### src/sv/brlt_pkg.sv
// Shared types and constants for the byte-range lock table.
`default_nettype none

package brlt_pkg;

   localparam int OFFSET_BITS    = 64;
   localparam int OWNER_ID_BITS  = 16;
   localparam int REQ_TDATA_BITS = 152;
   localparam int RSP_TDATA_BITS = 24;

   typedef logic [OWNER_ID_BITS-1:0]      owner_id_type;
   typedef logic signed [OFFSET_BITS-1:0] offset_type;

   typedef enum logic [1:0] {
      MODE_ACQUIRE     = 2'd0,
      MODE_RELEASE     = 2'd1,
      MODE_RELEASE_ALL = 2'd2,
      MODE_TEST        = 2'd3
   } mode_type;

   typedef enum logic [1:0] {
      STATUS_OK       = 2'd0,
      STATUS_CONFLICT = 2'd1,
      STATUS_FULL     = 2'd2
   } status_type;

   typedef struct packed {
      status_type   status;
      owner_id_type blocker_id;
      logic         blocker_kind;
   } result_type;

   typedef struct packed {
      logic conflict;
      logic exact;
      logic same_owner;
   } match_type;

   typedef enum logic [2:0] {
      ST_IDLE,
      ST_SCAN,
      ST_SHIFT,
      ST_RA_READ,
      ST_RA_CHECK,
      ST_RA_MOVE,
      ST_DONE
   } seq_state_type;

endpackage

`default_nettype wire

### src/sv/brlt_store.sv
// Lock entry memory: one write port, one read port, registered read data.
`default_nettype none

module brlt_store #(
   parameter int DEPTH     = 16,
   parameter int ADDR_BITS = 4,
   parameter int DATA_BITS = 145
) (
   input  wire logic                 clock,
   input  wire logic                 rd_en,
   input  wire logic [ADDR_BITS-1:0] rd_addr,
   output logic      [DATA_BITS-1:0] rd_data,
   input  wire logic                 wr_en,
   input  wire logic [ADDR_BITS-1:0] wr_addr,
   input  wire logic [DATA_BITS-1:0] wr_data
);

   logic [DATA_BITS-1:0] mem [DEPTH];
   logic [DATA_BITS-1:0] rd_data_ff;

   always_ff @(posedge clock) begin
      if (wr_en) begin
         mem[wr_addr] <= wr_data;
      end
   end

   always_ff @(posedge clock) begin
      if (rd_en) begin
         rd_data_ff <= mem[rd_addr];
      end
   end

   assign rd_data = rd_data_ff;

endmodule

`default_nettype wire

### src/sv/brlt_match.sv
// Compare one stored lock entry against the pending request.
`default_nettype none

module brlt_match #(
   parameter int OWNER_BITS = 16,
   parameter int ENTRY_BITS = 145
) (
   input  wire logic                   req_kind,
   input  wire brlt_pkg::offset_type   req_first,
   input  wire brlt_pkg::offset_type   req_last,
   input  wire logic [OWNER_BITS-1:0]  req_key,
   input  wire logic [ENTRY_BITS-1:0]  slot_entry,
   output brlt_pkg::match_type         match
);

   localparam int OffBits = brlt_pkg::OFFSET_BITS;

   brlt_pkg::offset_type  slot_first;
   brlt_pkg::offset_type  slot_last;
   logic                  slot_kind;
   logic [OWNER_BITS-1:0] slot_owner;
   logic                  overlap;

   assign slot_last  = slot_entry[OffBits-1:0];
   assign slot_first = slot_entry[2*OffBits-1:OffBits];
   assign slot_kind  = slot_entry[2*OffBits];
   assign slot_owner = slot_entry[ENTRY_BITS-1:2*OffBits+1];

   // inclusive at both ends, signed offsets
   assign overlap = (slot_first <= req_last) && (req_first <= slot_last);

   always_comb begin
      match.conflict   = overlap && (req_kind || slot_kind);
      match.same_owner = (slot_owner == req_key);
      match.exact      = match.same_owner && (slot_first == req_first) &&
                         (slot_last == req_last);
   end

endmodule

`default_nettype wire

### src/sv/brlt_seq.sv
// Request sequencer: scan, append, shift-down and release-all passes over the entry memory.
`default_nettype none

module brlt_seq #(
   parameter int DEPTH      = 16,
   parameter int OWNER_BITS = 16,
   parameter int ADDR_BITS  = 4,
   parameter int COUNT_BITS = 5,
   parameter int ENTRY_BITS = 145
) (
   input  wire logic                    clock,
   input  wire logic                    reset,
   input  wire logic                    start,
   output logic                         idle,
   input  wire brlt_pkg::mode_type      req_mode,
   input  wire logic [OWNER_BITS-1:0]   req_key,
   input  wire logic                    req_kind,
   input  wire brlt_pkg::offset_type    req_first,
   input  wire brlt_pkg::offset_type    req_last,
   output logic                         rd_en,
   output logic [ADDR_BITS-1:0]         rd_addr,
   input  wire logic [ENTRY_BITS-1:0]   rd_data,
   output logic                         wr_en,
   output logic [ADDR_BITS-1:0]         wr_addr,
   output logic [ENTRY_BITS-1:0]        wr_data,
   output logic                         res_vld,
   input  wire logic                    res_rdy,
   output brlt_pkg::result_type         res
);

   localparam int OffBits = brlt_pkg::OFFSET_BITS;
   localparam int IdBits  = brlt_pkg::OWNER_ID_BITS;

   brlt_pkg::seq_state_type state_ff, state_in;
   logic [COUNT_BITS-1:0]   slot_count_ff, slot_count_in;
   logic [COUNT_BITS-1:0]   idx_ff, idx_in;
   logic                    chk_vld_ff, chk_vld_in;
   logic [ADDR_BITS-1:0]    chk_idx_ff, chk_idx_in;
   logic                    wr_vld_ff, wr_vld_in;
   logic [ADDR_BITS-1:0]    wr_idx_ff, wr_idx_in;
   brlt_pkg::result_type    res_ff, res_in;

   brlt_pkg::match_type     match;
   logic                    hit;
   logic [COUNT_BITS-1:0]   last_idx;
   logic [COUNT_BITS-1:0]   idx_prev;
   logic [ENTRY_BITS-1:0]   req_entry;
   logic [OWNER_BITS-1:0]   slot_owner;
   logic                    slot_kind;

   brlt_match #(
      .OWNER_BITS (OWNER_BITS),
      .ENTRY_BITS (ENTRY_BITS)
   ) u_match (
      .req_kind   (req_kind),
      .req_first  (req_first),
      .req_last   (req_last),
      .req_key    (req_key),
      .slot_entry (rd_data),
      .match      (match)
   );

   assign req_entry  = {req_key, req_kind, req_first, req_last};
   assign slot_owner = rd_data[ENTRY_BITS-1:2*OffBits+1];
   assign slot_kind  = rd_data[2*OffBits];
   assign hit        = (req_mode == brlt_pkg::MODE_RELEASE) ? match.exact : match.conflict;
   assign last_idx   = slot_count_ff - COUNT_BITS'(1);
   assign idx_prev   = idx_ff - COUNT_BITS'(1);

   always_ff @(posedge clock) begin
      if (reset) begin
         state_ff      <= brlt_pkg::ST_IDLE;
         slot_count_ff <= '0;
         chk_vld_ff    <= 1'b0;
         wr_vld_ff     <= 1'b0;
      end else begin
         state_ff      <= state_in;
         slot_count_ff <= slot_count_in;
         chk_vld_ff    <= chk_vld_in;
         wr_vld_ff     <= wr_vld_in;
      end
   end

   always_ff @(posedge clock) begin
      idx_ff     <= idx_in;
      chk_idx_ff <= chk_idx_in;
      wr_idx_ff  <= wr_idx_in;
      res_ff     <= res_in;
   end

   always_comb begin
      state_in      = state_ff;
      slot_count_in = slot_count_ff;
      idx_in        = idx_ff;
      chk_vld_in    = chk_vld_ff;
      chk_idx_in    = chk_idx_ff;
      wr_vld_in     = wr_vld_ff;
      wr_idx_in     = wr_idx_ff;
      res_in        = res_ff;
      rd_en         = 1'b0;
      rd_addr       = idx_ff[ADDR_BITS-1:0];
      wr_en         = 1'b0;
      wr_addr       = wr_idx_ff;
      wr_data       = rd_data;
      res_vld       = 1'b0;
      idle          = 1'b0;

      case (state_ff)
         brlt_pkg::ST_IDLE: begin
            idle = 1'b1;
            if (start) begin
               idx_in     = '0;
               chk_vld_in = 1'b0;
               wr_vld_in  = 1'b0;
               res_in     = '{brlt_pkg::STATUS_OK, '0, 1'b0};
               // mode is captured on this same edge, so branch on the state below
               state_in   = brlt_pkg::ST_SCAN;
            end
         end

         brlt_pkg::ST_SCAN: begin
            if (req_mode == brlt_pkg::MODE_RELEASE_ALL) begin
               state_in = brlt_pkg::ST_RA_READ;
            end else if (chk_vld_ff && hit) begin
               chk_vld_in = 1'b0;
               if (req_mode == brlt_pkg::MODE_RELEASE) begin
                  idx_in   = COUNT_BITS'(chk_idx_ff) + COUNT_BITS'(1);
                  state_in = brlt_pkg::ST_SHIFT;
               end else begin
                  res_in.status       = brlt_pkg::STATUS_CONFLICT;
                  res_in.blocker_id   = IdBits'(slot_owner);
                  res_in.blocker_kind = slot_kind;
                  state_in            = brlt_pkg::ST_DONE;
               end
            end else if (idx_ff < slot_count_ff) begin
               rd_en      = 1'b1;
               chk_idx_in = idx_ff[ADDR_BITS-1:0];
               chk_vld_in = 1'b1;
               idx_in     = idx_ff + COUNT_BITS'(1);
            end else begin
               chk_vld_in = 1'b0;
               state_in   = brlt_pkg::ST_DONE;
               if (req_mode == brlt_pkg::MODE_ACQUIRE) begin
                  if (slot_count_ff == COUNT_BITS'(DEPTH)) begin
                     res_in.status = brlt_pkg::STATUS_FULL;
                  end else begin
                     wr_en         = 1'b1;
                     wr_addr       = slot_count_ff[ADDR_BITS-1:0];
                     wr_data       = req_entry;
                     slot_count_in = slot_count_ff + COUNT_BITS'(1);
                  end
               end
            end
         end

         brlt_pkg::ST_SHIFT: begin
            // read entry j, write it to j-1 in the next cycle
            if (wr_vld_ff) begin
               wr_en = 1'b1;
            end
            if (idx_ff < slot_count_ff) begin
               rd_en     = 1'b1;
               wr_idx_in = idx_prev[ADDR_BITS-1:0];
               wr_vld_in = 1'b1;
               idx_in    = idx_ff + COUNT_BITS'(1);
            end else begin
               wr_vld_in = 1'b0;
               if (!wr_vld_ff) begin
                  slot_count_in = last_idx;
                  state_in      = brlt_pkg::ST_DONE;
               end
            end
         end

         brlt_pkg::ST_RA_READ: begin
            if (idx_ff >= slot_count_ff) begin
               state_in = brlt_pkg::ST_DONE;
            end else begin
               rd_en    = 1'b1;
               state_in = brlt_pkg::ST_RA_CHECK;
            end
         end

         brlt_pkg::ST_RA_CHECK: begin
            if (match.same_owner) begin
               rd_en    = 1'b1;
               rd_addr  = last_idx[ADDR_BITS-1:0];
               state_in = brlt_pkg::ST_RA_MOVE;
            end else begin
               idx_in   = idx_ff + COUNT_BITS'(1);
               state_in = brlt_pkg::ST_RA_READ;
            end
         end

         brlt_pkg::ST_RA_MOVE: begin
            // fill the hole with the last entry, then look at the same slot again
            wr_en         = 1'b1;
            wr_addr       = idx_ff[ADDR_BITS-1:0];
            slot_count_in = last_idx;
            state_in      = brlt_pkg::ST_RA_READ;
         end

         brlt_pkg::ST_DONE: begin
            res_vld = 1'b1;
            if (res_rdy) begin
               state_in = brlt_pkg::ST_IDLE;
            end
         end

         default: begin
            state_in = brlt_pkg::ST_IDLE;
         end
      endcase
   end

   assign res = res_ff;

   a_count_bound: assert property (@(posedge clock) disable iff (reset)
      slot_count_ff <= COUNT_BITS'(DEPTH))
      else $error("lock count exceeds table depth");

   a_count_step: assert property (@(posedge clock) disable iff (reset)
      (slot_count_ff != $past(slot_count_ff)) |->
         ((slot_count_ff == $past(slot_count_ff) + COUNT_BITS'(1)) ||
          (slot_count_ff == $past(slot_count_ff) - COUNT_BITS'(1))))
      else $error("lock count moved by more than one");

   a_no_rw_collide: assert property (@(posedge clock) disable iff (reset)
      (rd_en && wr_en) |-> (rd_addr != wr_addr))
      else $error("read and write of the same entry in one cycle");

   a_full_only_when_full: assert property (@(posedge clock) disable iff (reset)
      (res_vld && (res.status == brlt_pkg::STATUS_FULL)) |->
         (slot_count_ff == COUNT_BITS'(DEPTH)))
      else $error("full status with free entries");

endmodule

`default_nettype wire

### src/sv/byte_range_lock_table.sv
// Top level of the byte-range lock table: stream ports, request capture and result register.
`default_nettype none

// Byte-range lock table. Each transaction on the req_ side carries one request
// (acquire, release exact range, release all of an owner, or test) and yields
// exactly one transaction on the rsp_ side with a status and, on a conflict,
// the owner and kind of the first conflicting lock. Entries live in a single
// memory with one read and one write port and registered read data. The scan
// and the shift-down walk that memory one entry per cycle through the read
// port. Acquire and test scan the stored locks; release scans for an exact
// match and, on one, shifts the tail down by one; release-all reads and checks
// each entry in turn and moves the last entry into the slot of each removed
// entry. One request is in flight at a time; a new request is taken as soon as
// the previous result is parked in the output register, even if rsp_tready is
// low, and a finished pass then waits until that register drains. Entries
// above the lock count are never read, so the memory needs no clearing after
// reset and the block is ready on the first cycle out of reset.
module byte_range_lock_table #(
   parameter int TABLE_DEPTH = 16,
   parameter int OWNER_BITS  = 16
) (
   input  wire logic                                clock,
   input  wire logic                                reset,
   input  wire logic                                req_tvalid,
   output logic                                     req_tready,
   // mode[1:0], owner_id[17:2], lock_kind[18], range_first[82:19],
   // range_last[146:83], zero fill[151:147]
   input  wire logic [brlt_pkg::REQ_TDATA_BITS-1:0] req_tdata,
   output logic                                     rsp_tvalid,
   input  wire logic                                rsp_tready,
   // status[1:0], blocker_id[17:2], blocker_kind[18], zero fill[23:19]
   output logic [brlt_pkg::RSP_TDATA_BITS-1:0]      rsp_tdata
);

   localparam int AddrBits  = (TABLE_DEPTH > 1) ? $clog2(TABLE_DEPTH) : 1;
   localparam int CountBits = $clog2(TABLE_DEPTH + 1);
   localparam int EntryBits = OWNER_BITS + 1 + 2 * brlt_pkg::OFFSET_BITS;
   localparam int FillBits  = brlt_pkg::RSP_TDATA_BITS - 19;

   // captured request
   brlt_pkg::mode_type    req_mode_ff;
   logic [OWNER_BITS-1:0] req_key_ff;
   logic                  req_kind_ff;
   brlt_pkg::offset_type  req_first_ff;
   brlt_pkg::offset_type  req_last_ff;

   // result register
   logic                  rsp_tvalid_ff;
   brlt_pkg::result_type  rsp_res_ff;

   logic                  req_accept;
   logic                  seq_idle;
   logic                  res_vld;
   logic                  res_rdy;
   brlt_pkg::result_type  res;

   logic                  rd_en;
   logic [AddrBits-1:0]   rd_addr;
   logic [EntryBits-1:0]  rd_data;
   logic                  wr_en;
   logic [AddrBits-1:0]   wr_addr;
   logic [EntryBits-1:0]  wr_data;

   assign req_tready = seq_idle;
   assign req_accept = req_tvalid && req_tready;

   // the output slot is free when empty or being drained this cycle
   assign res_rdy = !rsp_tvalid_ff || rsp_tready;

   // hold the request fields for the whole pass
   always_ff @(posedge clock) begin
      if (req_accept) begin
         req_mode_ff  <= brlt_pkg::mode_type'(req_tdata[1:0]);
         req_key_ff   <= OWNER_BITS'(req_tdata[17:2]);
         req_kind_ff  <= req_tdata[18];
         req_first_ff <= req_tdata[82:19];
         req_last_ff  <= req_tdata[146:83];
      end
   end

   always_ff @(posedge clock) begin
      if (reset) begin
         rsp_tvalid_ff <= 1'b0;
      end else if (res_vld && res_rdy) begin
         rsp_tvalid_ff <= 1'b1;
      end else if (rsp_tready) begin
         rsp_tvalid_ff <= 1'b0;
      end
   end

   always_ff @(posedge clock) begin
      if (res_vld && res_rdy) begin
         rsp_res_ff <= res;
      end
   end

   assign rsp_tvalid = rsp_tvalid_ff;
   assign rsp_tdata  = {{FillBits{1'b0}}, rsp_res_ff.blocker_kind,
                        rsp_res_ff.blocker_id, rsp_res_ff.status};

   brlt_store #(
      .DEPTH     (TABLE_DEPTH),
      .ADDR_BITS (AddrBits),
      .DATA_BITS (EntryBits)
   ) u_store (
      .clock   (clock),
      .rd_en   (rd_en),
      .rd_addr (rd_addr),
      .rd_data (rd_data),
      .wr_en   (wr_en),
      .wr_addr (wr_addr),
      .wr_data (wr_data)
   );

   brlt_seq #(
      .DEPTH      (TABLE_DEPTH),
      .OWNER_BITS (OWNER_BITS),
      .ADDR_BITS  (AddrBits),
      .COUNT_BITS (CountBits),
      .ENTRY_BITS (EntryBits)
   ) u_seq (
      .clock     (clock),
      .reset     (reset),
      .start     (req_accept),
      .idle      (seq_idle),
      .req_mode  (req_mode_ff),
      .req_key   (req_key_ff),
      .req_kind  (req_kind_ff),
      .req_first (req_first_ff),
      .req_last  (req_last_ff),
      .rd_en     (rd_en),
      .rd_addr   (rd_addr),
      .rd_data   (rd_data),
      .wr_en     (wr_en),
      .wr_addr   (wr_addr),
      .wr_data   (wr_data),
      .res_vld   (res_vld),
      .res_rdy   (res_rdy),
      .res       (res)
   );

endmodule

`default_nettype wire
### config.mk
export PLATFORM = sky130hd
export DESIGN_NAME = byte_range_lock_table
export DESIGN_NICKNAME = d
export VERILOG_FILES = /design/src/sv/brlt_pkg.sv /design/src/sv/brlt_store.sv /design/src/sv/brlt_match.sv /design/src/sv/brlt_seq.sv /design/src/sv/byte_range_lock_table.sv
export SDC_FILE = /design/constraint.sdc
export NUM_CORES = 2
export LEC_CHECK = 0
export BUFFER_PORTS_ARGS = -buffer_cell sky130_fd_sc_hd__buf_4
export CAP_MARGIN = 20
export CORE_ASPECT_RATIO = 0.6
export CORE_MARGIN = 2
export CORE_UTILIZATION = 50
export CTS_CLUSTER_DIAMETER = 120
export DETAILED_ROUTE_END_ITERATION = 6
export HOLD_SLACK_MARGIN = 0.06
export PLACE_DENSITY = 0.73
export SLEW_MARGIN = 40
export SYNTH_ARGS = -nofsm -noshare
export SYNTH_HDL_FRONTEND = slang
export SYNTH_SLANG_ARGS = --single-unit
### constraint.sdc
create_clock -name clock -period 22.5 [get_ports clock]
set_clock_uncertainty 0.1 [all_clocks]
set_input_delay 4.5 -clock clock [delete_from_list [all_inputs] [get_ports clock]]
set_output_delay 4.5 -clock clock [all_outputs]
set_load 0.02 [all_outputs]
; Word level (Yosys, flattened, before mapping)
; Memories as Yosys holds them, arrays and structs flattened. A register that Yosys moved wholly into a read port is not among the register bits.
; Index checks and enable logic that the tools add are counted.
[classes]
n_addsub = 5
magnitude_cmp = 4
n_eq_ne = 30
n_mux = 73
bitwise_logic = 2
n_reduce_logical = 26
[op_table]
columns = op, n
row1 = two-way mux 145 bit, 6
row2 = equality test 64 bit, 2
row3 = <= comparator 64 bit, 2
row4 = two-way mux 5 bit, 13
row5 = two-way mux 19 bit, 3
row6 = case mux 19 bit (2 select lines), 1
row7 = two-way mux 4 bit, 7
row8 = two-way mux 3 bit, 9
row9 = case mux 3 bit (7 select lines), 1
row10 = two-way mux 1 bit, 20
row11 = != test 2 bit (second input constant), 10
row12 = case mux 5 bit (4 select lines), 1
row13 = two-way mux 17 bit, 1
row14 = equality test 16 bit, 1
row15 = case mux 5 bit (3 select lines), 1
row16 = AND reduction 5 bit, 3
row17 = adder 5 x 1 -> 5 bit (second input constant), 2
row18 = two-way mux 2 bit, 5
row19 = equality test 3 bit (second input constant), 3
row20 = case mux 4 bit (2 select lines), 1
row21 = AND reduction 8 bit, 1
row22 = logical AND 1 bit, 7
row23 = AND reduction 7 bit, 1
row24 = equality test 3 x 2 -> 1 bit (second input constant), 2
row25 = 28 further kinds, 37
[totals]
register_bits = 209
mem_bits_rw = 2320
input_bits = 156
output_inout_bits = 26
word_cells = 160
memories = 1
[memory_table]
columns = memory, depth, width, rd, rd_ports_with_merged_regs, write_ports, line
row1 = u_store.mem, 16, 145, 1, 1, 1, brlt_store.sv:18  ; logic [DATA_BITS-1:0] mem [DEPTH];

; Logic depth before layout (Yosys ltp)
[depth]
ltp_word = 10
depth_mapped = 14
depth_no_buf = 12

; By module
; A second synthesis with hierarchy kept.
[unflattened]
hier_cells = 5051
area_unflattened_um2 = 105832.8
[modules_own_cells]
columns = mod, n_inst, cells_per_inst, area_each_um2, seq_area_each_um2
row1 = brlt_store, 1, 3786, 91401.4, 74021.0
row2 = byte_range_lock_table, 1, 178, 5087.4, 5004.8
row3 = brlt_match, 1, 655, 4825.9, 0.0
row4 = brlt_seq, 1, 432, 4518.1, 1161.1

; Worst setup path after synthesis
; Ideal clock, no wire load.
[synth_path]
path_type = register to register
from = reg req_first_ff[45]
to = mem u_store.mem[0][0], enable pin
setup_time_ps = 827
arrival_time_ps = 12931
required_ps = 21573
setup_slack_ps = 8642
stages_incl_launch_ff = 13
cell_sequence = edfxtp_1 -> ha_1 -> nand4_1 -> nor4_1 -> nand3_1 -> nand3b_1 -> o21bai_1 -> and4b_1 -> or4_4 -> buf_6 -> mux2i_1 -> or3b_4 -> nor3_1
[synth_between]
elab_chain_len = 10
[synth_lines]
columns = element, line
row1 = from (decl), byte_range_lock_table.sv:44  ; brlt_pkg::offset_type req_first_ff;
row2 = from (signal assigned), byte_range_lock_table.sv:76  ; req_first_ff <= req_tdata[82:19];
row3 = <= comparator 64 bit / equality test 64 bit (equally long branches), "brlt_match.sv:30, brlt_match.sv:35"
row4 = logical AND 1 bit (on tied branches), "brlt_match.sv:30, brlt_match.sv:35"
row5 = logical AND 1 bit (on tied branches), "brlt_match.sv:33, brlt_match.sv:35"
row6 = two-way mux 1 bit *, brlt_seq.sv:66  ; assign hit = (req_mode == brlt_pkg::MODE_RELEASE) ? match.exact : match.conflict;
row7 = logical AND 1 bit *, brlt_seq.sv:124  ; end else if (chk_vld_ff && hit) begin
row8 = two-way mux 1 bit, brlt_seq.sv:124
row9 = two-way mux 1 bit, brlt_seq.sv:122  ; if (req_mode == brlt_pkg::MODE_RELEASE_ALL) begin
row10 = case mux 1 bit (3 select lines), brlt_seq.sv:108  ; case (state_ff)
row11 = two-way mux 1 bit, brlt_store.sv:22  ; if (wr_en) begin
row12 = two-way mux 1 bit (implied by the code), brlt_store.sv:23  ; mem[wr_addr] <= wr_data;
row13 = to (decl), brlt_store.sv:18
; Mark *: on every way between the ends. The rest lies on a longest branch, timed or not.

; Worst setup path in the final report
[layout_path]
from = reg u_store.rd_data_ff[127] (netlist: u_store.rd_data[127]) (read register of u_store.mem)
to = mem u_store.mem[14][88], enable pin
[layout_between]
elab_chain_len = 10
[layout_lines]
columns = element, line
row1 = from (decl), brlt_store.sv:19  ; logic [DATA_BITS-1:0] rd_data_ff;
row2 = <= comparator 64 bit / equality test 64 bit (equally long branches), "brlt_match.sv:30, brlt_match.sv:35"
row3 = logical AND 1 bit (on tied branches), "brlt_match.sv:30, brlt_match.sv:35"
row4 = logical AND 1 bit (on tied branches), "brlt_match.sv:33, brlt_match.sv:35"
row5 = two-way mux 1 bit *, brlt_seq.sv:66
row6 = logical AND 1 bit *, brlt_seq.sv:124
row7 = two-way mux 1 bit, brlt_seq.sv:124
row8 = two-way mux 1 bit, brlt_seq.sv:122
row9 = case mux 1 bit (3 select lines), brlt_seq.sv:108
row10 = two-way mux 1 bit, brlt_store.sv:22
row11 = two-way mux 1 bit (implied by the code), brlt_store.sv:23
; Marked as above.

==> flow_metrics.py <==
metrics = {
    "outcome": {
        "status": "completed",
    },
    "worst_setup_path": {
        "worstPathRequired_ns": 22.87,
        "arrival_ns": 8.38,
        "path_common_cell": "buf_4",
        "cp-startpoint": "u_store.rd_data[127]$_DFFE_PP_",
        "cp-end-kind": "register",
        "critPathKind": "register to register",
        "worst_setup_path_start_kind": "register",
        "cp_slowest_cell": "buf_4",
        "cp_max_fo": 81,
        "path_cells": "ha_1 -> nand4_1 -> nor4_2 -> and3_1 -> nand3_1 -> a31o_2 -> a211oi_2 -> nor4_4 -> nor2_4 -> buf_12 -> mux2_2 -> nor3_2 -> buf_4 -> buf_4 -> buf_12 -> buf_4",
        "regToRegStartpoint": "u_store.rd_data[127]$_DFFE_PP_",
        "max_stage_delay_ns": 0.73,
    },
    "clock_tree": {
        "cts_resized": 0,
        "cts-htree-levels": 4,
        "post_cts.repair.setup_buffers": 0,
        "clkSlewWorstSetupHoldPaths_ns": 0.07,
        "cts_max_path_buffers": 4,
        "cts_hold_buf": 0,
        "cts_tree": "done",
        "cts_sinks": 2674,
        "cts_root_buf": "clkbuf_16",
        "clock_latency_ns": 0.88,
        "cts_buffers": 223,
    },
    "yosys": {
        "postSynthCellCount": 8006,
        "ys.flop_type": "edfxtp_1",
        "synth_edf_count": 2663,
        "yosys_register_bits": 2674,
        "ys_seq_area_share_pct": 73.4,
        "async_flop_share_pct": 0,
        "syn_area_mm2": 0.109,
        "avgSynthCellArea_um2": 13.7,
        "synth_cell_types": 71,
        "ys.warnings.count": 0,
    },
    "floorplan": {
        "io_pins": 182,
        "initial_core_util_pct": 50.5,
        "die_x_um": 608,
        "rows": 132,
        "die_height_um": 366,
        "core_area_mm2": 0.217,
        "die_area_mm2": 0.222,
    },
    "power_and_ir_drop": {
        "p_leak_nw": 40.2,
        "peakVddDrop_uv": 111,
        "p_per_area_mw_per_mm2": 137,
    },
    "layout": {
        "area_growth_pct": 11.1,
        "final_area_mm2": 0.121,
        "multi_input_area_mm2": 0.0267,
        "mostFrequentLayoutCells": "2663 x edfxtp_1, 1881 x nand2_1, 633 x nand3_1",
        "drive_above_1_share_pct": 9.69,
        "instances_no_fill": 11143,
        "fillers": 16464,
        "final_common_cell": "edfxtp_1",
        "finalNetCount": 8386,
        "final_core_util_pct": 56.1,
        "regArea_mm2": 0.0802,
    },
    "drt": {
        "wl_um": 311000,
        "route.detailed.drc": 0,
        "drt.antenna.violating_nets": 0,
        "vias": 70489,
        "viasPerCell": 6.33,
        "routedWlPerCell_um": 27.9,
        "dr.pass1.iters": 6,
        "first_iter_violations": 11624,
    },
    "sta": {
        "whs_ns": 0.319,
        "setup_viol": 0,
        "hold_viol": 0,
        "fmax_ghz": 0.125,
        "slew_violations": 0,
        "final.period_utilization_pct": 35.6,
        "rsz0062_at_grt": "false",
        "slew_headroom_pct": 33.3,
        "worst_slew_pin_slew_ns": 1.00,
        "finalCriticalPeriod_ns": 8.01,
        "setup_tns_ns": 0,
    },
    "placement": {
        "dp_hpwl_um": 178000,
        "dpl.cell_count": 10736,
        "place.gp.congestion": 0.937,
        "place_area_mm2": 0.114,
        "portBuffers": 171,
    },
    "grt": {
        "antenna_found_initial": 18,
        "grt.overflow.total": 0,
        "grt_max_degree": 209,
        "grt_usage_pct": 27.1,
        "grt_pass1_wl_um": 447000,
        "grt_pass1_vias": 65137,
    },
    "run": {
        "maxCapViolCount": 0,
    },
    "min_path": {
        "hold_class": "register to register",
        "min_from": "u_seq.res[14]$_SDFFCE_PN0P_",
    },
}
[synth_stat cells (4+ instances only)]
master / count / area [µm²]
o22ai_1: 4 / 25.0
a21oi_1: 198 / 991
nor4_1: 19 / 119
and4_1: 5 / 43.8
buf_2: 72 / 360
buf_1: 36 / 135
dfxtp_1: 11 / 220
a21o_1: 13 / 97.6
buf_4: 5 / 37.5
nor2_1: 37 / 139
xnor2_1: 141 / 1230
and3_1: 32 / 200
and2_1: 284 / 1780
nand4_1: 86 / 538
nand2b_1: 7 / 43.8
a311oi_1: 422 / 3700
nor2b_1: 7 / 43.8
mux2_2: 78 / 878
inv_1: 149 / 559
edfxtp_1: 2663 / 80000
or3_1: 7 / 43.8
nor3_1: 36 / 180
ha_1: 139 / 1740
clkbuf_1: 406 / 1520
nand2_1: 1881 / 7060
a211oi_1: 296 / 2220
o21ai_0: 100 / 500
o31ai_1: 7 / 52.6
a31oi_1: 150 / 938
nand3_1: 633 / 3170
buf_6: 6 / 67.6
mux2_1: 4 / 45.0
mux2i_1: 6 / 60.1
xor2_1: 7 / 61.3
o21a_1: 6 / 45.0
[critical path: cells and delay by family, from the launching register on]
kind            cells  cell delay (ns)
simple gates        7             2.52
buf+inv             5             2.35
compound gates      2             0.93
flops               1             0.59
mux                 1             0.50
fa+ha+maj           1             0.47
[report_power, final]
group	internal, mW	switching (mW)
registers	6.76	0.351
clock network	2.02	1.75
logic	1.54	4.15
[worst paths after layout]
check	end	slack (ns)	cells after the start
worst max-delay path	u_store.mem[14][88]$_DFFE_PP_	14.49	16
worst min-delay path	rsp_tdata[15]$_DFFE_PP_	0.32	0
worst max register to register	u_store.mem[14][88]$_DFFE_PP_	14.49	16
worst min register to register	rsp_tdata[15]$_DFFE_PP_	0.32	0
[logic make-up after synthesis]
| kind of cell | after synthesis | synth area share (%) |
|---|---|---|
| buf+inv | 675 | 2.46 |
| fa+ha+maj | 139 | 1.59 |
| compound gates | 1232 | 8.14 |
| other cells | 1 | 0.00343 |
| xor+xnor | 148 | 1.19 |
| flops | 2674 | 73.4 |
| mux | 89 | 0.912 |
| simple gates | 3048 | 12.4 |
[flip-flops by register name (all words and copies together) (netlist names)]
signal	count
req_first_ff	64
u_seq.chk_vld_ff	1
u_seq.res	19
u_seq.wr_idx_ff	4
u_store.mem	2320
rsp_tdata	19
u_seq.state_ff	3
u_seq.slot_count_ff	5
req_kind_ff	1
u_store.rd_data	145
u_seq.wr_vld_ff	1
req_mode_ff	2
u_seq.chk_idx_ff	4
req_last_ff	64
req_key_ff	16
u_seq.idx_ff	5
rsp_tvalid	1
[routing by layer]
layer | GRT usage (%) | wire, µm | vias to the layer above
met5 | 0 | 67 | -
met2 | 39.3 | 134000 | 4907
li1 | - | - | 30287
met1 | 40.8 | 124000 | 34722
met4 | 8.50 | 10300 | 10
met3 | 6.01 | 42500 | 563
[metrics by stage]
step / worst slack (ns) / power (mW)
after floorplan: 8.64 / 10.6
after global placement: 13.70 / 12.4
after detailed placement: 14.16 / 12.7
after CTS: 14.08 / 16.4
after global routing: 14.21 / 17.2
final: 14.49 / 16.6
[final cells by class]
cell class / count / area share [%]
clock inverters: 121 / 0.801
well taps: 2881 / 2.97
repair buffers: 381 / 2.90
clock buffers: 272 / 4.82
flip-flops and latches: 2674 / 66.0
inverters: 150 / 0.464
diodes: 3 / 0.00618
multi-input cells: 4661 / 22.0
Power figures use the tool's default switching activity.
